--- src/owbm_pkg.sv ---
`timescale 1ns / 1ps

package owbm_pkg;

    localparam int LEN_W   = 10;
    localparam int PHASE_W = 4;

    // request codes
    localparam logic [1:0] REQ_TICK  = 2'd0;
    localparam logic [1:0] REQ_RESET = 2'd1;
    localparam logic [1:0] REQ_WRITE = 2'd2;
    localparam logic [1:0] REQ_READ  = 2'd3;

    // sequencer phases
    localparam logic [PHASE_W-1:0] PH_IDLE  = 4'd0;
    localparam logic [PHASE_W-1:0] PH_RLOW  = 4'd1;
    localparam logic [PHASE_W-1:0] PH_RWAIT = 4'd2;
    localparam logic [PHASE_W-1:0] PH_RTAIL = 4'd3;
    localparam logic [PHASE_W-1:0] PH_WLEAD = 4'd4;
    localparam logic [PHASE_W-1:0] PH_WBODY = 4'd5;
    localparam logic [PHASE_W-1:0] PH_WREC  = 4'd6;
    localparam logic [PHASE_W-1:0] PH_DLEAD = 4'd7;
    localparam logic [PHASE_W-1:0] PH_DWAIT = 4'd8;
    localparam logic [PHASE_W-1:0] PH_DTAIL = 4'd9;

    // configuration register indexes
    localparam logic [2:0] CFG_RESET_LOW_TIME = 3'd0;
    localparam logic [2:0] CFG_PRESENCE_WAIT  = 3'd1;
    localparam logic [2:0] CFG_RESET_TAIL     = 3'd2;
    localparam logic [2:0] CFG_SLOT_LEAD      = 3'd3;
    localparam logic [2:0] CFG_WRITE_HOLD     = 3'd4;
    localparam logic [2:0] CFG_SLOT_RECOVERY  = 3'd5;
    localparam logic [2:0] CFG_READ_WAIT      = 3'd6;
    localparam logic [2:0] CFG_READ_TAIL      = 3'd7;

    typedef struct packed {
        logic [LEN_W-1:0] reset_low_time;
        logic [LEN_W-1:0] presence_wait;
        logic [LEN_W-1:0] reset_tail;
        logic [LEN_W-1:0] slot_lead;
        logic [LEN_W-1:0] write_hold;
        logic [LEN_W-1:0] slot_recovery;
        logic [LEN_W-1:0] read_wait;
        logic [LEN_W-1:0] read_tail;
    } cfg_t;

    typedef struct packed {
        logic [PHASE_W-1:0] phase;
        logic [1:0]         operation;
        logic [LEN_W-1:0]   tick_count;
        logic [2:0]         bit_index;
        logic [7:0]         shift_data;
        logic               presence_flag;
        logic [7:0]         last_read;
    } state_t;

    typedef struct packed {
        logic       drive_low;
        logic       busy_res;
        logic       done_res;
        logic       presence;
        logic [7:0] read_byte;
        logic       rejected;
    } result_t;

    localparam state_t STATE_RESET = '{
        phase:         PH_IDLE,
        operation:     2'd0,
        tick_count:    '0,
        bit_index:     3'd0,
        shift_data:    8'd0,
        presence_flag: 1'b0,
        last_read:     8'd0
    };

endpackage

--- src/one_wire_bus_master_unit.sv ---
`timescale 1ns / 1ps

// 1-Wire bus master sequencer, stepped by input beats.
// Input channel (in_valid/in_ready): one beat per bus tick (1 us); req_type
// 0 is a plain tick, 1 starts a reset/presence cycle, 2 a byte write
// (write_byte, LSB first), 3 a byte read. The beat that starts an operation
// is its first tick. A command while busy is dropped and flagged rejected.
// Output channel (out_valid/out_ready): one result beat per input beat with
// drive_low for that tick, busy/done flags, last presence and last read byte.
// Configuration: cfg_we writes cfg_data into timing register cfg_index;
// write only while the sequencer is idle and no beats are in flight.
// The input register takes the accepted beat; the result register then loads
// from the step logic once it is free or being drained, and raises out_valid.
// Throughput: one beat per cycle while out_ready stays high.
// Reset: timing registers take their defaults, sequencer idle, no beats held.
// When out_ready is low the result register holds and the input register
// fills, after which in_ready drops; nothing is lost or repeated.
module one_wire_bus_master_unit (
    input  logic                       clk,
    input  logic                       rst_n,
    input  logic                       in_valid,
    output logic                       in_ready,
    input  logic [1:0]                 req_type,
    input  logic [7:0]                 write_byte,
    input  logic                       line_level,
    output logic                       out_valid,
    input  logic                       out_ready,
    output logic                       drive_low,
    output logic                       busy_res,
    output logic                       done_res,
    output logic                       presence,
    output logic [7:0]                 read_byte,
    output logic                       rejected,
    input  logic                       cfg_we,
    input  logic [2:0]                 cfg_index,
    input  logic [owbm_pkg::LEN_W-1:0] cfg_data
);

    owbm_pkg::cfg_t    cfg;
    owbm_pkg::state_t  state_reg;
    owbm_pkg::state_t  state_next;
    owbm_pkg::result_t res_next;
    owbm_pkg::result_t res_reg;

    logic       in_vld_reg;
    logic [1:0] req_reg;
    logic [7:0] wbyte_reg;
    logic       line_reg;
    logic       out_vld_reg;
    logic       advance;

    owbm_cfg u_cfg (
        .clk       (clk),
        .rst_n     (rst_n),
        .cfg_we    (cfg_we),
        .cfg_index (cfg_index),
        .cfg_data  (cfg_data),
        .cfg       (cfg)
    );

    owbm_step u_step (
        .cfg        (cfg),
        .state_cur  (state_reg),
        .req_type   (req_reg),
        .write_byte (wbyte_reg),
        .line_level (line_reg),
        .state_nxt  (state_next),
        .res        (res_next)
    );

    // result register free or being drained this cycle
    assign advance  = !out_vld_reg || out_ready;
    assign in_ready = !in_vld_reg || advance;

    always_ff @(posedge clk or negedge rst_n)
    begin
        if (!rst_n)
        begin
            in_vld_reg  <= 1'b0;
            out_vld_reg <= 1'b0;
            state_reg   <= owbm_pkg::STATE_RESET;
        end
        else
        begin
            if (in_ready)
                in_vld_reg <= in_valid;
            if (advance)
                out_vld_reg <= in_vld_reg;
            if (advance && in_vld_reg)
                state_reg <= state_next;
        end
    end

    always_ff @(posedge clk)
    begin
        if (in_ready && in_valid)
        begin
            req_reg   <= req_type;
            wbyte_reg <= write_byte;
            line_reg  <= line_level;
        end
        if (advance && in_vld_reg)
            res_reg <= res_next;
    end

    assign out_valid  = out_vld_reg;
    assign drive_low  = res_reg.drive_low;
    assign busy_res   = res_reg.busy_res;
    assign done_res   = res_reg.done_res;
    assign presence   = res_reg.presence;
    assign read_byte  = res_reg.read_byte;
    assign rejected   = res_reg.rejected;

endmodule

--- src/owbm_cfg.sv ---
`timescale 1ns / 1ps

module owbm_cfg (
    input  logic                          clk,
    input  logic                          rst_n,
    input  logic                          cfg_we,
    input  logic [2:0]                    cfg_index,
    input  logic [owbm_pkg::LEN_W-1:0]    cfg_data,
    output owbm_pkg::cfg_t                cfg
);

    owbm_pkg::cfg_t cfg_reg;
    owbm_pkg::cfg_t cfg_next;

    always_comb
    begin
        cfg_next = cfg_reg;
        if (cfg_we)
        begin
            case (cfg_index)
                owbm_pkg::CFG_RESET_LOW_TIME: cfg_next.reset_low_time = cfg_data;
                owbm_pkg::CFG_PRESENCE_WAIT:  cfg_next.presence_wait  = cfg_data;
                owbm_pkg::CFG_RESET_TAIL:     cfg_next.reset_tail     = cfg_data;
                owbm_pkg::CFG_SLOT_LEAD:      cfg_next.slot_lead      = cfg_data;
                owbm_pkg::CFG_WRITE_HOLD:     cfg_next.write_hold     = cfg_data;
                owbm_pkg::CFG_SLOT_RECOVERY:  cfg_next.slot_recovery  = cfg_data;
                owbm_pkg::CFG_READ_WAIT:      cfg_next.read_wait      = cfg_data;
                owbm_pkg::CFG_READ_TAIL:      cfg_next.read_tail      = cfg_data;
                default:                      cfg_next = cfg_reg;
            endcase
        end
    end

    always_ff @(posedge clk or negedge rst_n)
    begin
        if (!rst_n)
        begin
            cfg_reg.reset_low_time <= 10'd480;
            cfg_reg.presence_wait  <= 10'd70;
            cfg_reg.reset_tail     <= 10'd410;
            cfg_reg.slot_lead      <= 10'd2;
            cfg_reg.write_hold     <= 10'd60;
            cfg_reg.slot_recovery  <= 10'd2;
            cfg_reg.read_wait      <= 10'd10;
            cfg_reg.read_tail      <= 10'd50;
        end
        else
        begin
            cfg_reg <= cfg_next;
        end
    end

    assign cfg = cfg_reg;

endmodule

--- src/owbm_step.sv ---
`timescale 1ns / 1ps

module owbm_step (
    input  owbm_pkg::cfg_t    cfg,
    input  owbm_pkg::state_t  state_cur,
    input  logic [1:0]        req_type,
    input  logic [7:0]        write_byte,
    input  logic              line_level,
    output owbm_pkg::state_t  state_nxt,
    output owbm_pkg::result_t res
);

    owbm_pkg::state_t         s;
    logic [owbm_pkg::LEN_W-1:0] len_raw;
    logic [owbm_pkg::LEN_W-1:0] len;
    logic [owbm_pkg::LEN_W-1:0] tick_inc;
    logic                     cur_bit;
    logic                     drive;
    logic                     done;
    logic                     rej;

    always_comb
    begin
        s        = state_cur;
        drive    = 1'b0;
        done     = 1'b0;
        rej      = 1'b0;
        len_raw  = cfg.read_tail;
        len      = '0;
        tick_inc = '0;
        cur_bit  = 1'b0;

        if (req_type != owbm_pkg::REQ_TICK)
        begin
            if (s.phase != owbm_pkg::PH_IDLE)
            begin
                rej = 1'b1;
            end
            else
            begin
                s.operation  = req_type;
                s.tick_count = '0;
                s.bit_index  = 3'd0;
                case (req_type)
                    owbm_pkg::REQ_RESET: s.phase = owbm_pkg::PH_RLOW;
                    owbm_pkg::REQ_WRITE:
                    begin
                        s.phase      = owbm_pkg::PH_WLEAD;
                        s.shift_data = write_byte;
                    end
                    default:
                    begin
                        s.phase      = owbm_pkg::PH_DLEAD;
                        s.shift_data = 8'd0;
                    end
                endcase
            end
        end

        if (s.phase != owbm_pkg::PH_IDLE)
        begin
            cur_bit = s.shift_data[s.bit_index];
            if (s.phase inside {owbm_pkg::PH_RLOW, owbm_pkg::PH_WLEAD, owbm_pkg::PH_DLEAD})
                drive = 1'b1;
            else if (s.phase == owbm_pkg::PH_WBODY && !cur_bit)
                drive = 1'b1;

            case (s.phase)
                owbm_pkg::PH_RLOW:  len_raw = cfg.reset_low_time;
                owbm_pkg::PH_RWAIT: len_raw = cfg.presence_wait;
                owbm_pkg::PH_RTAIL: len_raw = cfg.reset_tail;
                owbm_pkg::PH_WLEAD: len_raw = cfg.slot_lead;
                owbm_pkg::PH_WBODY: len_raw = cfg.write_hold;
                owbm_pkg::PH_WREC:  len_raw = cfg.slot_recovery;
                owbm_pkg::PH_DLEAD: len_raw = cfg.slot_lead;
                owbm_pkg::PH_DWAIT: len_raw = cfg.read_wait;
                default:            len_raw = cfg.read_tail;
            endcase
            // a zero length behaves as one tick
            len = (len_raw == '0) ? owbm_pkg::LEN_W'(1) : len_raw;

            tick_inc = s.tick_count + owbm_pkg::LEN_W'(1);
            if (tick_inc >= len)
            begin
                s.tick_count = '0;
                case (s.phase)
                    owbm_pkg::PH_RLOW:  s.phase = owbm_pkg::PH_RWAIT;
                    owbm_pkg::PH_RWAIT:
                    begin
                        s.presence_flag = ~line_level;
                        s.phase         = owbm_pkg::PH_RTAIL;
                    end
                    owbm_pkg::PH_WLEAD: s.phase = owbm_pkg::PH_WBODY;
                    owbm_pkg::PH_WBODY: s.phase = owbm_pkg::PH_WREC;
                    owbm_pkg::PH_DLEAD: s.phase = owbm_pkg::PH_DWAIT;
                    owbm_pkg::PH_DWAIT:
                    begin
                        s.shift_data[s.bit_index] = s.shift_data[s.bit_index] | line_level;
                        s.phase = owbm_pkg::PH_DTAIL;
                    end
                    owbm_pkg::PH_WREC, owbm_pkg::PH_DTAIL:
                    begin
                        if (s.bit_index == 3'd7)
                        begin
                            if (s.phase == owbm_pkg::PH_DTAIL)
                                s.last_read = s.shift_data;
                            s.phase     = owbm_pkg::PH_IDLE;
                            s.bit_index = 3'd0;
                            done        = 1'b1;
                        end
                        else
                        begin
                            s.bit_index = s.bit_index + 3'd1;
                            s.phase     = (s.phase == owbm_pkg::PH_WREC) ?
                                          owbm_pkg::PH_WLEAD : owbm_pkg::PH_DLEAD;
                        end
                    end
                    default:
                    begin
                        // reset tail, or any unused code
                        s.phase = owbm_pkg::PH_IDLE;
                        done    = 1'b1;
                    end
                endcase
            end
            else
            begin
                s.tick_count = tick_inc;
            end
        end
    end

    assign state_nxt     = s;
    assign res.drive_low = drive;
    assign res.busy_res  = (s.phase != owbm_pkg::PH_IDLE);
    assign res.done_res  = done;
    assign res.presence  = s.presence_flag;
    assign res.read_byte = s.last_read;
    assign res.rejected  = rej;

endmodule
--- config.mk ---
export PLATFORM = sky130hd
export DESIGN_NAME = one_wire_bus_master_unit
export DESIGN_NICKNAME = d
export VERILOG_FILES = /design/src/owbm_pkg.sv /design/src/one_wire_bus_master_unit.sv /design/src/owbm_cfg.sv /design/src/owbm_step.sv
export SDC_FILE = /design/constraint.sdc
export NUM_CORES = 1
export LEC_CHECK = 0
export BUFFER_PORTS_ARGS = -buffer_cell sky130_fd_sc_hd__buf_2
export CORE_ASPECT_RATIO = 1.2
export CORE_MARGIN = 4
export CORE_UTILIZATION = 36
export CTS_CLUSTER_DIAMETER = 100
export DETAILED_ROUTE_END_ITERATION = 8
export PLACE_DENSITY = 0.62
export SLEW_MARGIN = 15
export SYNTH_ARGS = -nofsm -noshare
export SYNTH_HDL_FRONTEND = slang
export SYNTH_SLANG_ARGS = --single-unit
--- constraint.sdc ---
create_clock -name clk -period 6.3 [get_ports clk]
set_clock_uncertainty 0.05 [all_clocks]
set_input_delay 0.63 -clock clk [delete_from_list [all_inputs] [get_ports clk]]
set_output_delay 0.63 -clock clk [all_outputs]
set_load 0.02 [all_outputs]
After elaboration in Yosys (flattened, before gate mapping) --
Cells that the tools add are included.
Word-level totals: flip-flop bits (word level) 142, input bits 29, output and inout bits 15, logic and storage cells 114
Operators by class: add/subtract/negate cells 2, magnitude comparators 3, eq/ne operators 19, multiplexer cells 32, bitwise operators 3, reductions and logical operators 29
Operators by type and width (count):
- 10-bit case mux with 7 select lines | 1
- 27-bit two-way mux | 2
- 8-bit two-way mux | 4
- 10-bit two-way mux | 3
- 30-bit two-way mux | 1
- 4-bit case mux with 7 select lines | 1
- 20-bit two-way mux | 1
- 2-bit AND reduction | 9
- 4-bit by 3-bit equality test with 1-bit output (second input constant) | 4
- 8-bit case mux with 2 select lines | 1
- 3-bit equality test (second input constant) | 5
- 4-bit two-way mux | 3
- 4-bit nonzero test | 3
- 10-bit by 1-bit adder with 10-bit output (second input constant) | 1
- 10-bit >= comparator | 1
- 10-bit logical NOT | 1
- 8-bit bitwise mux | 1
- 4-bit by 2-bit equality test with 1-bit output (second input constant) | 2
- 4-bit equality test (second input constant) | 2
- 1-bit two-way mux | 7
- 3-bit by 2-bit equality test with 1-bit output (second input constant) | 2
- 3-bit two-way mux | 2
- 3-bit case mux with 2 select lines | 1
- 6-bit OR reduction | 1
- 21 further kinds | 29

Longest topological paths before layout --
Gate-level depths: netlist of the first run.
depth after elaboration 14, depth in mapped cells 22

Modules after synthesis --
From an unflattened synthesis of the first run, not the netlist that was laid out.
Second synthesis, totals: cell total of the unflattened synthesis 642, area, all modules 7866.3 µm²
By module, submodules not included:
- owbm_cfg | times used 1, cells each 175, area each 3191.8 µm², seq. area each 2030.7 µm²
- owbm_step | times used 1, cells each 359, area each 2399.8 µm², seq. area each 0.0 µm²
- one_wire_bus_master_unit | times used 1, cells each 108, area each 2274.7 µm², seq. area each 1671.6 µm²

Least setup slack after synthesis of the first run --
Ideal clock, no wire load.
path type flip-flop to flip-flop, start reg req_reg[0], end reg res_reg, in the netlist read_byte[0] (data pin), setup time 0.260 ns, data arrival time 4.498 ns, required time 5.990 ns, path slack 1.492 ns, stages on the path, launching flop included 23, path buffers 3, clock period less this slack 4.808 ns, cell sequence edfxtp_1 -> inv_1 -> ha_1 -> clkbuf_1 -> nor3_1 -> a21oi_1 -> nor2_1 -> a21o_1 -> clkbuf_1 -> a222oi_1 -> and3_1 -> nand3_1 -> o31ai_1 -> ha_1 -> nand2b_1 -> a21o_1 -> a21o_1 -> a2111oi_0 -> o31ai_1 -> nand2_1 -> buf_2 -> nor2_2 -> mux2_2
RTL lines:
- start, declared | RTL line one_wire_bus_master_unit.sv:46 | logic [1:0] req_reg;
- start signal, assigned | RTL line one_wire_bus_master_unit.sv:98 | req_reg <= req_type;
- end signal, assigned | RTL line one_wire_bus_master_unit.sv:103 | res_reg <= res_next;
- end, declared | RTL line one_wire_bus_master_unit.sv:43 | owbm_pkg::result_t res_reg;

Worst setup path in the final report of the first run --
start reg state_reg[35] (netlist name), end reg state_reg[3] (netlist name)
On the way: cells in the longest elaborated chain, start to end 12
Ends and longest elaborated chain:
- start, declared | RTL line one_wire_bus_master_unit.sv:40 | owbm_pkg::state_t state_reg;
- start signal, assigned | RTL line one_wire_bus_master_unit.sv:81 | state_reg <= owbm_pkg::STATE_RESET;
- start signal, assigned | RTL line one_wire_bus_master_unit.sv:90 | state_reg <= state_next;
- 4-bit nonzero test | RTL line owbm_step.sv:35 | if (s.phase != owbm_pkg::PH_IDLE)
- 27-bit two-way mux | RTL line owbm_step.sv:35
- 27-bit two-way mux * | RTL line owbm_step.sv:33 | if (req_type != owbm_pkg::REQ_TICK)
- 4-bit by 3-bit equality test with 1-bit output | RTL line owbm_step.sv:68 | case (s.phase)
- 2-bit OR reduction (no line)
- 10-bit case mux with 7 select lines | RTL line owbm_step.sv:68
- 10-bit two-way mux | RTL line owbm_step.sv:60 | if (s.phase != owbm_pkg::PH_IDLE)
- 10-bit logical NOT | RTL line owbm_step.sv:80 | len = (len_raw == '0) ? owbm_pkg::LEN_W'(1) : len_raw;
- 10-bit two-way mux | RTL line owbm_step.sv:80
- 10-bit >= comparator | RTL line owbm_step.sv:83 | if (tick_inc >= len)
- 20-bit two-way mux | RTL line owbm_step.sv:83
- 30-bit two-way mux * | RTL line owbm_step.sv:60
Every way passes the cells marked *; elsewhere a longest branch is shown, timed or not. The select of a mux whose other input is x is not followed. A chain may end at the register's enable or synchronous reset.

==> flow_summary.toml, run 1 <==
[setup_path]
path_class = "reg2reg"
worstPathMaxFanout = 16
required_ns = 6.55
critical_path.startpoint_type = "flip-flop"
arrival_ns = 6.04
rrSetupSlack_ns = 0.51
cp-end-kind = "flip-flop"

[cts]
clkTransAtPathRegs_ns = 0.06
cts_tree = "done"
clock_latency_ns = 0.42
h-tree-depth = 4
clockBufferDepth = 2
cts_hold_buf = 0
numCtsBuffers = 17
cts-root-buf = "clkbuf_16"
cts_sinks = 140

[pwr]
power_density_nw_per_um2 = 461
ir_drop_uv = 261
power.static_leakage_nw = 3.44
power.share.sequential_pct = 33.9
intPower_w = 0.00237
p_sw_share_pct = 38.9
comb_power_share_pct = 39.9
power_frac_clock_pct = 26.2
switching_power_w = 0.00151

[drt]
wire_per_inst_um = 19.7
vias = 5637
drt_iter0_drc = 499
viasPerCell = 5.85
ant_nets = 0
firstDrtPassIters = 5
drcViolationCount = 0
wl_um = 19000

[synth]
synth_area_per_cell_um2 = 11.3
postSynthCellCount = 646
async_flop_share_pct = 82.9
yosys_warnings = 0
synth_cell_types = 65
ys_ff_latch = 140
yosys.area.top_type = "dfrtp_1"
seq_area_frac_synth_pct = 50.2
synth_area_um2 = 7280
synth_top_area_share_pct = 32.0
synth_area_leaders = "dfrtp_1 (32%), mux2_2 (15%), edfxtp_1 (9.9%), dfstp_2 (8.3%), ha_1 (2.9%)"
synth_edf_count = 24
ys.flop_type = "dfrtp_1"
synth_nets = 692

[global_routing]
track_usage_pct = 17.5
grt_pass1_vias = 5719
antenna_found_initial = 0
grt_max_degree = 75
grt_first_pass_wirelength_um = 30700
gr-total-overflow = 0

[placement]
placed_area_um2 = 7800
gp_congestion = 0.862
place_ws_ns = 0.248
io_buffers = 43
dp_hpwl_um = 13400

[finish]
diodes = 0
fin_area_um2 = 8430
nets = 736
seqCellArea_um2 = 3650
largest_reg_flops = 80
num-fill-cells = 1863
drive_gt1_share_pct = 32.1
multiInputGateArea_um2 = 3460
post-route-util_pct = 42.8
area.growth.synth_to_final_pct = 15.7

[run_status]
outcome = "completed"

[timing]
rsz0062_at_grt = "no"
fin_ws_ns = 0.509
holdWs_ns = 0.152
worstMarginPinSlew_ns = 1.05
hold_viol = 0
tns_ns = 0
fmax_mhz = 173
setup_violations = 0
fin_crit_sh_pct = 91.9
final_max_slew_viol_count = 0
max_slew_margin_pct = 29.9
finalWorstPathRequiredPeriod_ns = 5.79

[flow_run]
cap_violations = 0

[floorplan]
die_y_um = 164
chipWidth_um = 138
io_pins = 44
coreArea_um2 = 19700
dieArea_um2 = 22600
start_util_pct = 37.0
num_rows = 56

[worst_hold_path]
hp-class = "in2async"
[path summary, 6_finish.rpt]
| path | startpoint | end | cells past startpoint |
|---|---|---|---|
| worst min register to register | in_vld_reg | out_valid | 1 |
| worst min-delay path | rst_n | state_reg[10] | 1 |
| min in group clk | write_byte[7] | wbyte_reg[7] | 1 |
| worst max register to register | state_reg[35] | state_reg[3] | 17 |
| worst max-delay path | state_reg[35] | state_reg[3] | 17 |
| max in group asynchronous | rst_n | u_cfg.cfg[68] | 2 |
[layer usage]
metal  share of wire [%]  up-vias  track usage [%]
met4                 2.6        0             6.65
met2                  52      207             30.4
met5                   0        -                0
met1                  40     2854             21.3
li1                    -     2545                -
met3                 5.2       31             3.49
[synthesized netlist by cell type, types with 3 or more instances]
| cell | count |
|---|---|
| a32oi_1 | 3 |
| a22o_1 | 13 |
| and2_1 | 5 |
| nor2_1 | 44 |
| nand3_1 | 15 |
| nor3b_1 | 5 |
| a311oi_1 | 6 |
| nor2b_1 | 5 |
| or3_1 | 4 |
| mux2_2 | 99 |
| o21ai_0 | 27 |
| a21oi_1 | 14 |
| a211oi_1 | 6 |
| a21o_1 | 5 |
| nand4b_1 | 3 |
| nor3_1 | 29 |
| nor4_1 | 8 |
| a22oi_1 | 24 |
| buf_2 | 4 |
| clkbuf_1 | 25 |
| nand2_1 | 40 |
| a222oi_1 | 7 |
| inv_1 | 12 |
| edfxtp_1 | 24 |
| mux2i_1 | 3 |
| ha_1 | 17 |
| a221o_1 | 3 |
| dfstp_2 | 23 |
| and3_1 | 4 |
| nand3b_1 | 3 |
| dfrtp_1 | 93 |
| a31oi_1 | 6 |
| nand2b_1 | 7 |
| nand4_1 | 8 |
| o31ai_1 | 6 |
[through the flow]
step,total power (W),std cells
2_1_floorplan,0.00236,646
3_3_place_gp,0.00279,932
3_5_place_dp,0.00284,932
4_1_cts,0.00388,964
5_1_grt,0.00412,964
6_report,0.00388,964
[power groups by stage]
stage          clock (W)  combinational (W)  sequential [W]
4_1_cts          0.00104            0.00153         0.00131
2_1_floorplan          0            0.00110         0.00126
6_report         0.00102            0.00155         0.00131
3_3_place_gp           0            0.00148         0.00131
3_5_place_dp           0            0.00152         0.00132
5_1_grt          0.00108            0.00171         0.00134
[cell type report]
class / count / area share (%)
clock buffers: 23 / 6.16
clock inverters: 9 / 1.11
inverters: 12 / 0.535
multi-input cells: 461 / 41.1
flip-flops and latches: 140 / 43.3
well taps: 261 / 3.88
repair buffers: 58 / 3.92
[what timing repair did]
action | 4_1_cts | 5_1_grt
endpoints found under the setup margin | 0 | 28
buffers inserted | 0 | 0
resized for setup | 0 | 3
[layout by cell type (no fill, tap or decap), drive strengths merged, types with 23 or more instances in the layout]
cell type	count
dfrtp	93
buf	58
o21ai	29
nor3	31
clkbuf	23
dfstp	23
a22oi	24
edfxtp	24
mux2	99
nand2	40
nor2	45
[cells by family (layout without fill, tap and decap cells)]
kind of cell             Yosys count  in the layout  synth area share, %
buffers and inverters             45            102                 2.59
XOR/XNOR                           4              4                0.481
AND/OR/NAND/NOR                  194            194                 13.9
adder cells (fa/ha/maj)           17             17                 2.92
flip-flops                       140            140                 50.2
AO/OA/AOI/OAI                    144            144                 14.2
multiplexers                     102            102                 15.7
[worst max-delay path, cell delays in order (launching register included)]
cell and delay, ns:
dfrtp_1 0.56, nor3_1 0.70, nand2_1 0.19, o311ai_0 0.63
a21o_1 0.48, o21ai_0 0.15, and3_1 0.22, nand4_1 0.08
o31ai_1 0.08, ha_1 0.28, nand2b_1 0.10, a21o_1 0.11
a21o_1 0.10, a2111oi_0 0.11, o31ai_1 0.52, nand2_2 0.30
nor3_2 0.61, mux2_2 0.40
Power figures use the tool's default switching activity.
==> run 2: changes to the inputs <==
==> constraint.sdc (replaced) <==
create_clock -name clk -period 6.8 [get_ports clk]
set_clock_uncertainty 0.05 [all_clocks]
set_input_delay 0.68 -clock clk [delete_from_list [all_inputs] [get_ports clk]]
set_output_delay 0.68 -clock clk [all_outputs]
set_load 0.02 [all_outputs]
==> run 2 against run 1 <==
Global-route usage up 0.28 points. Fmax down 5.8%. Sequential cell count unchanged. Design area down 0.67%. Cell count down 0.31%. Critical path type unchanged.
==> flow_summary.toml, run 2 (synthesis results as in run 1) <==
[finish]
area.growth.synth_to_final_pct = 14.9
diodes = 0
post-route-util_pct = 42.5
nets = 733
instances_no_fill = 961
final_cell_mix = "mux2_2 (99), dfrtp_1 (93), nor2_1 (44)"
drive_gt1_share_pct = 31.6
final_common_cell = "mux2_2"
largest_reg_flops = 80

[pwr]
switching_power_w = 0.00140
ir_drop_uv = 195
p_sw_share_pct = 39.6
power_density_nw_per_um2 = 424
power.static_leakage_nw = 3.40
power.share.sequential_pct = 34.3
intPower_w = 0.00214
comb_power_share_pct = 39.7
power_frac_clock_pct = 26.0

[drt]
drt_iter0_drc = 516
wire_per_inst_um = 20.0
viasPerCell = 5.86
ant_nets = 0
wl_um = 19200
firstDrtPassIters = 6
drcViolationCount = 0
vias = 5636

[setup_path]
path_cells = "inv_1, ha_1, nor4_1, o21bai_1, nor2_1, a222oi_1, o21ai_0, a211oi_1, nand4_1, o31ai_1, ha_1, nand2b_1, a21o_1, a21o_1, a2111oi_0, o31ai_1, nand2_1, nor2_2, mux2_2"
worstPathMaxFanout = 14
cp-end-kind = "flip-flop"
crit_family = "compound AO/OA/AOI/OAI gates"
critPathSlowestCell = "a2111oi_0"
required_ns = 6.93
critical_path.startpoint_type = "flip-flop"
slowest_delay_ns = 0.56
path_class = "reg2reg"
arrival_ns = 6.28
cp_num_buf_inv = 1

[cts]
cts_hold_buf = 0
cts_tree = "done"
numCtsBuffers = 17
clock_latency_ns = 0.44
clkTransAtPathRegs_ns = 0.06
post_cts_buffers = 0
clockBufferDepth = 2
cts.repair.resized = 0
cts_sinks = 140
cts-root-buf = "clkbuf_16"
h-tree-depth = 4

[placement]
io_buffers = 43
dp_hpwl_um = 13500
place_ws_ns = 0.759
placed_cells = 929
gp_congestion = 0.860

[timing]
finalWorstPathRequiredPeriod_ns = 6.15
fmax_mhz = 163
fin_crit_sh_pct = 90.4
setup_violations = 0
max_slew_margin_pct = 28.3
fin_ws_ns = 0.651
worstMarginPinSlew_ns = 1.07
rsz0062_at_grt = "no"
tns_ns = 0
final_max_slew_viol_count = 0
hold_viol = 0

[global_routing]
grt_max_degree = 67
grt_pass1_vias = 5762
gr-total-overflow = 0
grt_first_pass_wirelength_um = 31000
track_usage_pct = 17.8
antenna_found_initial = 0

[floorplan]
chipWidth_um = 138
coreArea_um2 = 19700
num_rows = 56
io_pins = 44
start_util_pct = 37.0
die_y_um = 164
dieArea_um2 = 22600

[run_status]
outcome = "completed"

[worst_hold_path]
hp-class = "in2async"

[flow_run]
cap_violations = 0
run 2: final timing paths:
path	endpoint	slack, ns	startpoint	cells after the start
max reg2reg	read_byte[4]	0.65	req_reg[1]	19
max	read_byte[4]	0.65	req_reg[1]	19
min reg2reg	state_reg[8]	0.43	line_reg	1
min in group clk	wbyte_reg[1]	0.37	write_byte[1]	1
min	state_reg[12]	0.23	rst_n	1
max in group asynchronous	u_cfg.cfg[73]	5.18	rst_n	2
run 2: layout make-up:
type	instances	area (um^2)
Timing Repair Buffer	55	308
Clock inverter	13	128
Inverter	12	45.0
Multi-Input combinational cell	461	3450
Sequential cell	140	3650
Tap cell	261	327
Fill cell	1840	11300
Clock buffer	19	464
run 2: metrics by stage:
stage	hold WS [ns]	cell area [um^2]	power (W)
after floorplan	0.334	7280	0.00218
after global placement	0.423	7780	0.00257
after detailed placement	0.440	7780	0.00261
after CTS	0.250	8370	0.00354
after global routing	0.266	8370	0.00377
final	0.226	8370	0.00355
run 2: per-layer routing:
layer / GRT usage [%] / routed length (um) / vias up
met5: 0 / 0 / -
met4: 7.82 / 604 / 0
met3: 3.77 / 993 / 54
met2: 30.7 / 9950 / 204
met1: 21.2 / 7640 / 2837
li1: - / - / 2541
run 2: power by group through the flow:
stage                     sequential (W)  combinational (W)  clock [W]
after floorplan                  0.00117            0.00102          0
after global placement           0.00122            0.00135          0
after detailed placement         0.00123            0.00138          0
after CTS                        0.00121            0.00139   0.000937
after global routing             0.00124            0.00156   0.000978
final                            0.00122            0.00141   0.000922
